[src/rtl/assert_macros.svh]
// assertion macros shared by the rtl modules
`ifndef ASSERT_MACROS_SVH
`define ASSERT_MACROS_SVH
`ifndef SYNTHESIS
// clocked property check, disabled while reset is asserted
`define HSFD_ASSERT(lbl, clk, rstn, prop) \
  lbl: assert property (@(posedge clk) disable iff (!(rstn)) (prop)) \
    else $error("hsfd assertion failed");
// same check, named for implication style properties
`define HSFD_ASSERT_IMPL(lbl, clk, rstn, ante, cons) \
  lbl: assert property (@(posedge clk) disable iff (!(rstn)) (ante) |-> (cons)) \
    else $error("hsfd implication failed");
`else
`define HSFD_ASSERT(lbl, clk, rstn, prop)
`define HSFD_ASSERT_IMPL(lbl, clk, rstn, ante, cons)
`endif
`endif

[src/rtl/hsfd_pkg.sv]
// shared types, constants and crc function of the frame decoder
package hsfd_pkg;

  localparam int unsigned QDepth = 4;
  localparam int unsigned QPtrW  = $clog2(QDepth);
  localparam int unsigned QCntW  = $clog2(QDepth + 1);

  localparam logic [7:0]  CrcPoly      = 8'h31;
  localparam logic [7:0]  CrcInit      = 8'hFF;
  localparam logic [7:0]  StatusMask   = 8'hFC;
  localparam logic [14:0] TempSpan     = 15'd17500;
  localparam logic [14:0] HumSpan      = 15'd10000;
  localparam logic [14:0] TempOffset   = 15'd4500;
  localparam logic [16:0] FullScale    = 17'd65535;

  // command from the front to the conversion back end
  typedef struct packed {
    logic        is_hum;
    logic        crc_ok;
    logic        temp_ok;
    logic [15:0] word;
  } conv_cmd_t;

  // one byte through the crc-8, msb first
  function automatic logic [7:0] crc8_feed(logic [7:0] crc, logic [7:0] b);
    logic [7:0] c;
    c = crc ^ b;
    for (int i = 0; i < 8; i++) begin
      if (c[7]) begin
        c = {c[6:0], 1'b0} ^ CrcPoly;
      end else begin
        c = {c[6:0], 1'b0};
      end
    end
    return c;
  endfunction

endpackage

[src/rtl/hsfd_front.sv]
// byte front end: reply position tracking, crc check, command issue
`include "assert_macros.svh"
module hsfd_front (
  input  logic                clk_i,
  input  logic                rst_ni,
  input  logic                in_valid_i,
  output logic                in_ready_o,
  input  logic [7:0]          rx_byte_i,
  input  logic                frame_start_i,
  input  logic                q_full_i,
  output logic                push_o,
  output hsfd_pkg::conv_cmd_t cmd_o
);

  typedef enum logic [2:0] {
    POS_T_HI  = 3'd0,
    POS_T_LO  = 3'd1,
    POS_T_CRC = 3'd2,
    POS_H_HI  = 3'd3,
    POS_H_LO  = 3'd4,
    POS_H_CRC = 3'd5
  } pos_e;

  pos_e       pos_q, pos_d, pos_cur;
  logic [7:0] crc_q, crc_d;
  logic [7:0] hi_q, hi_d;
  logic [7:0] lo_q, lo_d;
  logic       temp_ok_q, temp_ok_d;
  logic       accept;
  logic       crc_match;

  assign in_ready_o = !q_full_i;
  assign accept     = in_valid_i && in_ready_o;
  assign crc_match  = (crc_q == rx_byte_i);
  assign pos_cur    = frame_start_i ? POS_T_HI : pos_q;

  // next state and command for the current byte
  always_comb begin
    pos_d      = pos_q;
    crc_d      = crc_q;
    hi_d       = hi_q;
    lo_d       = lo_q;
    temp_ok_d  = temp_ok_q;
    push_o     = 1'b0;
    cmd_o.is_hum  = 1'b0;
    cmd_o.crc_ok  = crc_match;
    cmd_o.temp_ok = temp_ok_q;
    cmd_o.word    = {hi_q, lo_q & hsfd_pkg::StatusMask};
    if (accept) begin
      unique case (pos_cur)
        POS_T_HI, POS_H_HI: begin
          crc_d = hsfd_pkg::crc8_feed(hsfd_pkg::CrcInit, rx_byte_i);
          hi_d  = rx_byte_i;
          pos_d = (pos_cur == POS_T_HI) ? POS_T_LO : POS_H_LO;
        end
        POS_T_LO, POS_H_LO: begin
          crc_d = hsfd_pkg::crc8_feed(crc_q, rx_byte_i);
          lo_d  = rx_byte_i;
          pos_d = (pos_cur == POS_T_LO) ? POS_T_CRC : POS_H_CRC;
        end
        POS_T_CRC: begin
          temp_ok_d = crc_match;
          push_o    = crc_match;
          pos_d     = POS_H_HI;
        end
        POS_H_CRC: begin
          cmd_o.is_hum = 1'b1;
          push_o       = 1'b1;
          pos_d        = POS_T_HI;
        end
        default: begin
          // unreachable positions restart the reply
          crc_d = hsfd_pkg::crc8_feed(hsfd_pkg::CrcInit, rx_byte_i);
          hi_d  = rx_byte_i;
          pos_d = POS_T_LO;
        end
      endcase
    end
  end

  // position and crc state
  always_ff @(posedge clk_i or negedge rst_ni) begin
    if (!rst_ni) begin
      pos_q     <= POS_T_HI;
      crc_q     <= hsfd_pkg::CrcInit;
      hi_q      <= 8'd0;
      lo_q      <= 8'd0;
      temp_ok_q <= 1'b0;
    end else begin
      pos_q     <= pos_d;
      crc_q     <= crc_d;
      hi_q      <= hi_d;
      lo_q      <= lo_d;
      temp_ok_q <= temp_ok_d;
    end
  end

  `HSFD_ASSERT_IMPL(a_push_gated, clk_i, rst_ni, push_o, accept)

endmodule

[src/rtl/hsfd_queue.sv]
// short command queue between front and back
`include "assert_macros.svh"
module hsfd_queue (
  input  logic                clk_i,
  input  logic                rst_ni,
  input  logic                push_i,
  input  hsfd_pkg::conv_cmd_t push_data_i,
  output logic                full_o,
  input  logic                pop_i,
  output logic                valid_o,
  output hsfd_pkg::conv_cmd_t pop_data_o
);

  hsfd_pkg::conv_cmd_t            mem_q [hsfd_pkg::QDepth];
  logic [hsfd_pkg::QPtrW-1:0]     wr_ptr_q, rd_ptr_q;
  logic [hsfd_pkg::QCntW-1:0]     count_q;

  assign full_o     = (count_q == hsfd_pkg::QCntW'(hsfd_pkg::QDepth));
  assign valid_o    = (count_q != '0);
  assign pop_data_o = mem_q[rd_ptr_q];

  // storage
  always_ff @(posedge clk_i) begin
    if (push_i) begin
      mem_q[wr_ptr_q] <= push_data_i;
    end
  end

  // pointers and fill count
  always_ff @(posedge clk_i or negedge rst_ni) begin
    if (!rst_ni) begin
      wr_ptr_q <= '0;
      rd_ptr_q <= '0;
      count_q  <= '0;
    end else begin
      if (push_i) begin
        wr_ptr_q <= wr_ptr_q + 1'b1;
      end
      if (pop_i) begin
        rd_ptr_q <= rd_ptr_q + 1'b1;
      end
      if (push_i && !pop_i) begin
        count_q <= count_q + 1'b1;
      end else if (pop_i && !push_i) begin
        count_q <= count_q - 1'b1;
      end
    end
  end

  `HSFD_ASSERT(a_count_bound, clk_i, rst_ni, count_q <= hsfd_pkg::QCntW'(hsfd_pkg::QDepth))
  `HSFD_ASSERT_IMPL(a_no_pop_empty, clk_i, rst_ni, pop_i, valid_o)
  `HSFD_ASSERT_IMPL(a_no_push_full, clk_i, rst_ni, push_i, !full_o)

endmodule

[src/rtl/hsfd_back.sv]
// conversion back end: scale multiply, divide by full scale, hold, output
`include "assert_macros.svh"
module hsfd_back (
  input  logic                clk_i,
  input  logic                rst_ni,
  input  logic                q_valid_i,
  input  hsfd_pkg::conv_cmd_t q_data_i,
  output logic                pop_o,
  output logic                out_valid_o,
  input  logic                out_ready_i,
  output logic [14:0]         temperature_centi_o,
  output logic [13:0]         humidity_centi_o,
  output logic                temp_crc_ok_o,
  output logic                hum_crc_ok_o
);

  logic        adv;
  logic        a_valid_q;
  logic        a_hum_q, a_crc_ok_q, a_temp_ok_q;
  logic [30:0] a_prod_q;
  logic [14:0] span;
  logic [14:0] q0;
  logic [16:0] rem;
  logic [14:0] quot;
  logic [14:0] temp_new;
  logic [14:0] held_temp_q;
  logic [13:0] held_hum_q;
  logic        out_valid_q;
  logic [14:0] out_temp_q;
  logic [13:0] out_hum_q;
  logic        out_tok_q, out_hok_q;

  // the whole back end moves when the output register can take an item
  assign adv   = !out_valid_q || out_ready_i;
  assign pop_o = adv && q_valid_i;
  assign span  = q_data_i.is_hum ? hsfd_pkg::HumSpan : hsfd_pkg::TempSpan;

  // stage a: scale multiply
  always_ff @(posedge clk_i or negedge rst_ni) begin
    if (!rst_ni) begin
      a_valid_q <= 1'b0;
    end else if (adv) begin
      a_valid_q <= q_valid_i;
    end
  end

  always_ff @(posedge clk_i) begin
    if (pop_o) begin
      a_prod_q    <= 31'(q_data_i.word) * 31'(span);
      a_hum_q     <= q_data_i.is_hum;
      a_crc_ok_q  <= q_data_i.crc_ok;
      a_temp_ok_q <= q_data_i.temp_ok;
    end
  end

  // divide by 2^16-1: fold the high half back in, one correction step
  assign q0       = a_prod_q[30:16];
  assign rem      = {1'b0, a_prod_q[15:0]} + {2'b00, q0};
  assign quot     = q0 + 15'(rem >= hsfd_pkg::FullScale);
  assign temp_new = quot - hsfd_pkg::TempOffset;

  // stage b: held values
  always_ff @(posedge clk_i or negedge rst_ni) begin
    if (!rst_ni) begin
      held_temp_q <= 15'd0;
      held_hum_q  <= 14'd0;
    end else if (adv && a_valid_q) begin
      if (!a_hum_q) begin
        held_temp_q <= temp_new;
      end else if (a_crc_ok_q) begin
        held_hum_q <= quot[13:0];
      end
    end
  end

  // output register
  always_ff @(posedge clk_i or negedge rst_ni) begin
    if (!rst_ni) begin
      out_valid_q <= 1'b0;
    end else if (adv) begin
      out_valid_q <= a_valid_q && a_hum_q;
    end
  end

  always_ff @(posedge clk_i) begin
    if (adv && a_valid_q && a_hum_q) begin
      out_temp_q <= held_temp_q;
      out_hum_q  <= a_crc_ok_q ? quot[13:0] : held_hum_q;
      out_tok_q  <= a_temp_ok_q;
      out_hok_q  <= a_crc_ok_q;
    end
  end

  assign out_valid_o         = out_valid_q;
  assign temperature_centi_o = out_temp_q;
  assign humidity_centi_o    = out_hum_q;
  assign temp_crc_ok_o       = out_tok_q;
  assign hum_crc_ok_o        = out_hok_q;

  `HSFD_ASSERT_IMPL(a_out_from_stage, clk_i, rst_ni, $rose(out_valid_q), $past(a_valid_q))
  `HSFD_ASSERT_IMPL(a_hum_bound, clk_i, rst_ni, out_valid_q, out_hum_q <= 14'd10000)

endmodule

[src/rtl/humidity_sensor_frame_decoder_core.sv]
// top level of the temperature/humidity reply decoder
// result path: the command of the sixth byte goes through the queue, stage a and the output register
// throughput: one byte per cycle while the command queue is not full; one result per six-byte reply
// the back end stalls only while its output register is held by the sink
// reset (async, active low) clears position, crc, held values and the queue
module humidity_sensor_frame_decoder_core (
  input  logic        clk_i,
  input  logic        rst_ni,
  input  logic        s_axis_tvalid_i,
  output logic        s_axis_tready_o,
  input  logic [7:0]  s_axis_tdata_i,  // [7:0] rx_byte
  input  logic        s_axis_tuser_i,  // [0] frame_start
  output logic        m_axis_tvalid_o,
  input  logic        m_axis_tready_i,
  // [14:0] temperature_centi, [28:15] humidity_centi, [29] temp_crc_ok,
  // [30] hum_crc_ok, [31] zero
  output logic [31:0] m_axis_tdata_o
);

  hsfd_pkg::conv_cmd_t push_cmd, pop_cmd;
  logic                push, pop, q_full, q_valid;
  logic [14:0]         temp_c;
  logic [13:0]         hum_c;
  logic                tok, hok;

  // byte front end
  hsfd_front u_front (
    .clk_i        (clk_i),
    .rst_ni       (rst_ni),
    .in_valid_i   (s_axis_tvalid_i),
    .in_ready_o   (s_axis_tready_o),
    .rx_byte_i    (s_axis_tdata_i),
    .frame_start_i(s_axis_tuser_i),
    .q_full_i     (q_full),
    .push_o       (push),
    .cmd_o        (push_cmd)
  );

  // command queue
  hsfd_queue u_queue (
    .clk_i      (clk_i),
    .rst_ni     (rst_ni),
    .push_i     (push),
    .push_data_i(push_cmd),
    .full_o     (q_full),
    .pop_i      (pop),
    .valid_o    (q_valid),
    .pop_data_o (pop_cmd)
  );

  // conversion back end
  hsfd_back u_back (
    .clk_i              (clk_i),
    .rst_ni             (rst_ni),
    .q_valid_i          (q_valid),
    .q_data_i           (pop_cmd),
    .pop_o              (pop),
    .out_valid_o        (m_axis_tvalid_o),
    .out_ready_i        (m_axis_tready_i),
    .temperature_centi_o(temp_c),
    .humidity_centi_o   (hum_c),
    .temp_crc_ok_o      (tok),
    .hum_crc_ok_o       (hok)
  );

  assign m_axis_tdata_o = {1'b0, hok, tok, hum_c, temp_c};

endmodule

[config.mk]
export PLATFORM = sky130hd
export DESIGN_NAME = humidity_sensor_frame_decoder_core
export DESIGN_NICKNAME = d
export VERILOG_FILES = /design/src/rtl/hsfd_pkg.sv /design/src/rtl/hsfd_front.sv /design/src/rtl/hsfd_queue.sv /design/src/rtl/hsfd_back.sv /design/src/rtl/humidity_sensor_frame_decoder_core.sv
export VERILOG_INCLUDE_DIRS = /design/src /design/src/rtl
export SDC_FILE = /design/constraint.sdc
export NUM_CORES = 1
export LEC_CHECK = 0
export BUFFER_PORTS_ARGS = -buffer_cell sky130_fd_sc_hd__buf_2
export CAP_MARGIN = 20
export CELL_PAD_IN_SITES_DETAIL_PLACEMENT = 1
export CELL_PAD_IN_SITES_GLOBAL_PLACEMENT = 1
export CORE_ASPECT_RATIO = 0.8
export CORE_MARGIN = 4
export CORE_UTILIZATION = 47
export DETAILED_ROUTE_END_ITERATION = 6
export PLACE_DENSITY_LB_ADDON = 0.1
export SLEW_MARGIN = 20
export SYNTH_ARGS = -nofsm -noshare
export SYNTH_HDL_FRONTEND = slang
export SYNTH_SLANG_ARGS = --single-unit
[constraint.sdc]
create_clock -name clk_i -period 6.6 [get_ports clk_i]
set_input_delay 0.66 -clock clk_i [delete_from_list [all_inputs] [get_ports clk_i]]
set_output_delay 0.66 -clock clk_i [all_outputs]
set_load 0.01 [all_outputs]
==> impl_results.md <==
* Outcome: completed
* Hold Fails Final Rpt at 0
* Clock transition at path regs at 0.07 ns
* Slew @ Worst Pin at 0.965 ns
* Yosys synthesis warning count at 0
* #FFs+latches synth at 193
* Mean post-synth cell area at 11.6 sq um
* Asr flop ratio synth at 33.2%
* Die Width at 195 um
* I/O pin cnt at 47
* Post-Place Cell Area at 0.0138 sq mm
* Port buffer count at 45
* H-tree levels at 4
* Crit path largest cell delay at 0.59 ns
* Cell area after synthesis at 0.0132 sq mm
* Post-Syn Instances at 1,139
* Crit path max-delay cell type: mux4_2
* Cell area after layout at 0.0145 sq mm
* Vias/cell at 5.29
* Critical Path Fanout Max at 18
* DRT iter0 DRCs at 400
* Max-slew headroom at 35.6%
* Initial antenna violation count at 0
* Antenna viol nets, final at 0
* Sequential fraction of the synthesis area at 41.6%
* # fillers at 2,926
* Commonest non-fill, non-tap cells in the layout: 136 x ha_1, 133 x inv_1, 129 x edfxtp_1, 82 x nand2_1, 70 x fa_1
* Final RePlAce weighted congestion at 0.828
* Ys flop type: edfxtp_1
* Dpl cells at 1,534
* Drt wl/cell at 18.8 um
* Crit. End Element: flip-flop
* First-pass GRT wire length at 47.9 mm
* Skew-Pair Late Insertion Delay at 0.44 ns
* DR DRC count at 0
* Largest net degree at the start of global routing at 65
* Synth-to-Final Area Change at 9.92%
* CTS Buf Count at 17
* Vias in the first global route at 8,738
* DP Wirelength at 23.1 mm
* Die area at 0.0308 sq mm
* HP Class: in2async
* Via count at 8,325
* Clock skew at 0.0113 ns
* Initial Util at 48.1%
* Max Slew Vio Count at 0
* Fin crit period at 6.32 ns
* Layout Cells excl Fill at 1,574
* Kind of critical path: reg2reg
* Clock root cell: clkbuf_16
* Die Ht at 158 um
* Critical-path cell list: buf_12 > mux4_2 > nand2b_1 > inv_1 > ha_1 > inv_1 > fa_1 > inv_1 > ha_1 > ha_1 > inv_1 > fa_1 > inv_1 > ha_1 > fa_1 > a211oi_1 > o21a_1 > o21ai_2 > a21oi_2 > o31ai_2 > mux2i_1 > or4_1
* WP data required at 6.78 ns
* Final Routed Wirelength at 29.6 mm
* EDFF count, synth at 129
* Final core utilization at 52.8%
* Arr. time, crit path at 6.49 ns
* Synth cell types at 69
* CTS Buffer Depth at 2
* Worst path most repeated cell: inv_1
* MaxCap Viol Count at 0
* CTS tree: built
* Core area at 0.0274 sq mm
* Grt total ovfl at 0
* Setup crit start kind: flip-flop
* Fin nets at 1,417
* First drt pass iteration count at 5
* Fmax at 158 MHz
* GRT Resource Usage Total at 19.8%
* Clk sink count at 193
* Commonest non-fill, non-tap cell in the layout: ha_1
* Fin crit share at 95.7%
* Layout cells sized above 1 at 14.5%
* N_diodes at 0
* # rows at 54
* Endpoints failing setup at 0
==> registers in the layout, indices dropped and copies added, names as in the netlist <==
register,count
u_queue.mem_q,68
u_back.a_prod_q,27
u_back.held_temp_q,15
u_back.temperature_centi_o,15
u_back.held_hum_q,14
u_back.humidity_centi_o,14
u_front.crc_q,8
u_front.hi_q,8
u_front.lo_q,6
u_front.pos_q,3
u_queue.count_q,3
u_queue.rd_ptr_q,2
u_queue.wr_ptr_q,2
u_back.a_crc_ok_q,1
u_back.a_hum_q,1
u_back.a_temp_ok_q,1
u_back.a_valid_q,1
u_back.hum_crc_ok_o,1
u_back.out_valid_o,1
u_back.temp_crc_ok_o,1
u_front.temp_ok_q,1
==> layout make-up <==
class	instances	area, sq um	area share [%]
clock buffer	19	443	3.06
clock inverter	13	124	0.855
inverter	133	499	3.45
multi-input combinational	786	7090	48.9
sequential	193	5490	37.9
tap	364	455	3.14
timing repair buffer	66	395	2.73
==> per-layer routing <==
metal / share of wire, % / GRT usage [%]
met1: 49 / 28.2
met2: 48 / 32.7
met3: 2.6 / 3.00
met4: 0.90 / 4.22
met5: 0 / 0
==> cell families after synthesis <==
family,count (synthesis),share of synthesized area [%]
flip-flops,193,41.6
XOR/XNOR,98,6.51
AO/OA/AOI/OAI,163,7.98
adder cells (fa/ha/maj),207,23.6
other,2,0.0570
buffers and inverters,176,5.33
AND/OR/NAND/NOR,253,9.44
multiplexers,47,5.44
==> synth_stat cells (all sizes together), types with 3 or more instances <==
library cell	number	area share, %
ha	137	13
inv	133	3.8
edfxtp	129	29
nand2	82	2.3
fa	70	11
xnor2	64	4.3
dfrtp	56	11
nor2	56	1.6
o21ai	53	2.0
a21oi	45	1.7
xor2	34	2.3
clkbuf	29	0.83
mux2	27	2.3
nand2b	20	0.95
mux4	17	2.9
and2	16	0.76
nand3	15	0.61
buf	14	0.72
a21o	11	0.63
nand4	11	0.52
nor3	11	0.50
and3	10	0.47
a211oi	8	0.49
dfstp	8	1.6
o21a	8	0.46
nor2b	7	0.33
or2	7	0.33
a31oi	6	0.28
a21boi	5	0.31
o21bai	5	0.31
nor3b	4	0.23
o211ai	4	0.23
or3	4	0.20
mux2i	3	0.23
==> worst max-delay path: cells and delay by family (launching register included) <==
family / cells / cell delay (ns)
DFF: 1 / 0.40
adders and majority gates: 7 / 2.82
buffers and inverters: 6 / 0.49
AOI/OAI and AO/OA: 5 / 0.89
muxes: 2 / 0.71
and+or+nand+nor: 2 / 0.72
==> what timing repair did <==
action | 4_1_cts | 5_1_grt
endpoints found under the hold margin | 0 | 0
buffers inserted | 0 | 8
hold buffers | 0 | 0
endpoints found under the setup margin | 0 | 6
resized for setup | 0 | 6
==> metrics by stage <==
step / setup TNS, ns / setup WS (ns) / hold WS, ns
floorplan: 0 / 0.406 / 0.364
global placement: 0 / 0.354 / 0.432
detailed placement: 0 / 0.146 / 0.434
CTS: 0 / 0.144 / 0.428
global route: -0.0344 / -0.0344 / 0.455
finish: 0 / 0.283 / 0.407
==> path summary, 6_finish.rpt <==
check / depth (start not counted) / from / end / slack [ns]
max in group asynchronous: 2 / rst_ni / u_queue.rd_ptr_q[0] / 5.55
worst max-delay path: 22 / u_queue.rd_ptr_q[0] / u_back.a_prod_q[29] / 0.28
worst min-delay path: 2 / rst_ni / u_back.held_temp_q[14] / 0.41
worst max register to register: 22 / u_queue.rd_ptr_q[0] / u_back.a_prod_q[29] / 0.28
min in group clk_i: 0 / u_back.held_temp_q[12] / u_back.temperature_centi_o[12] / 0.45
worst min register to register: 0 / u_back.held_temp_q[12] / u_back.temperature_centi_o[12] / 0.45
Power is left out: the tool's default activity adds up to more than one toggle a clock period on the data nets, which glitch-free logic cannot reach.
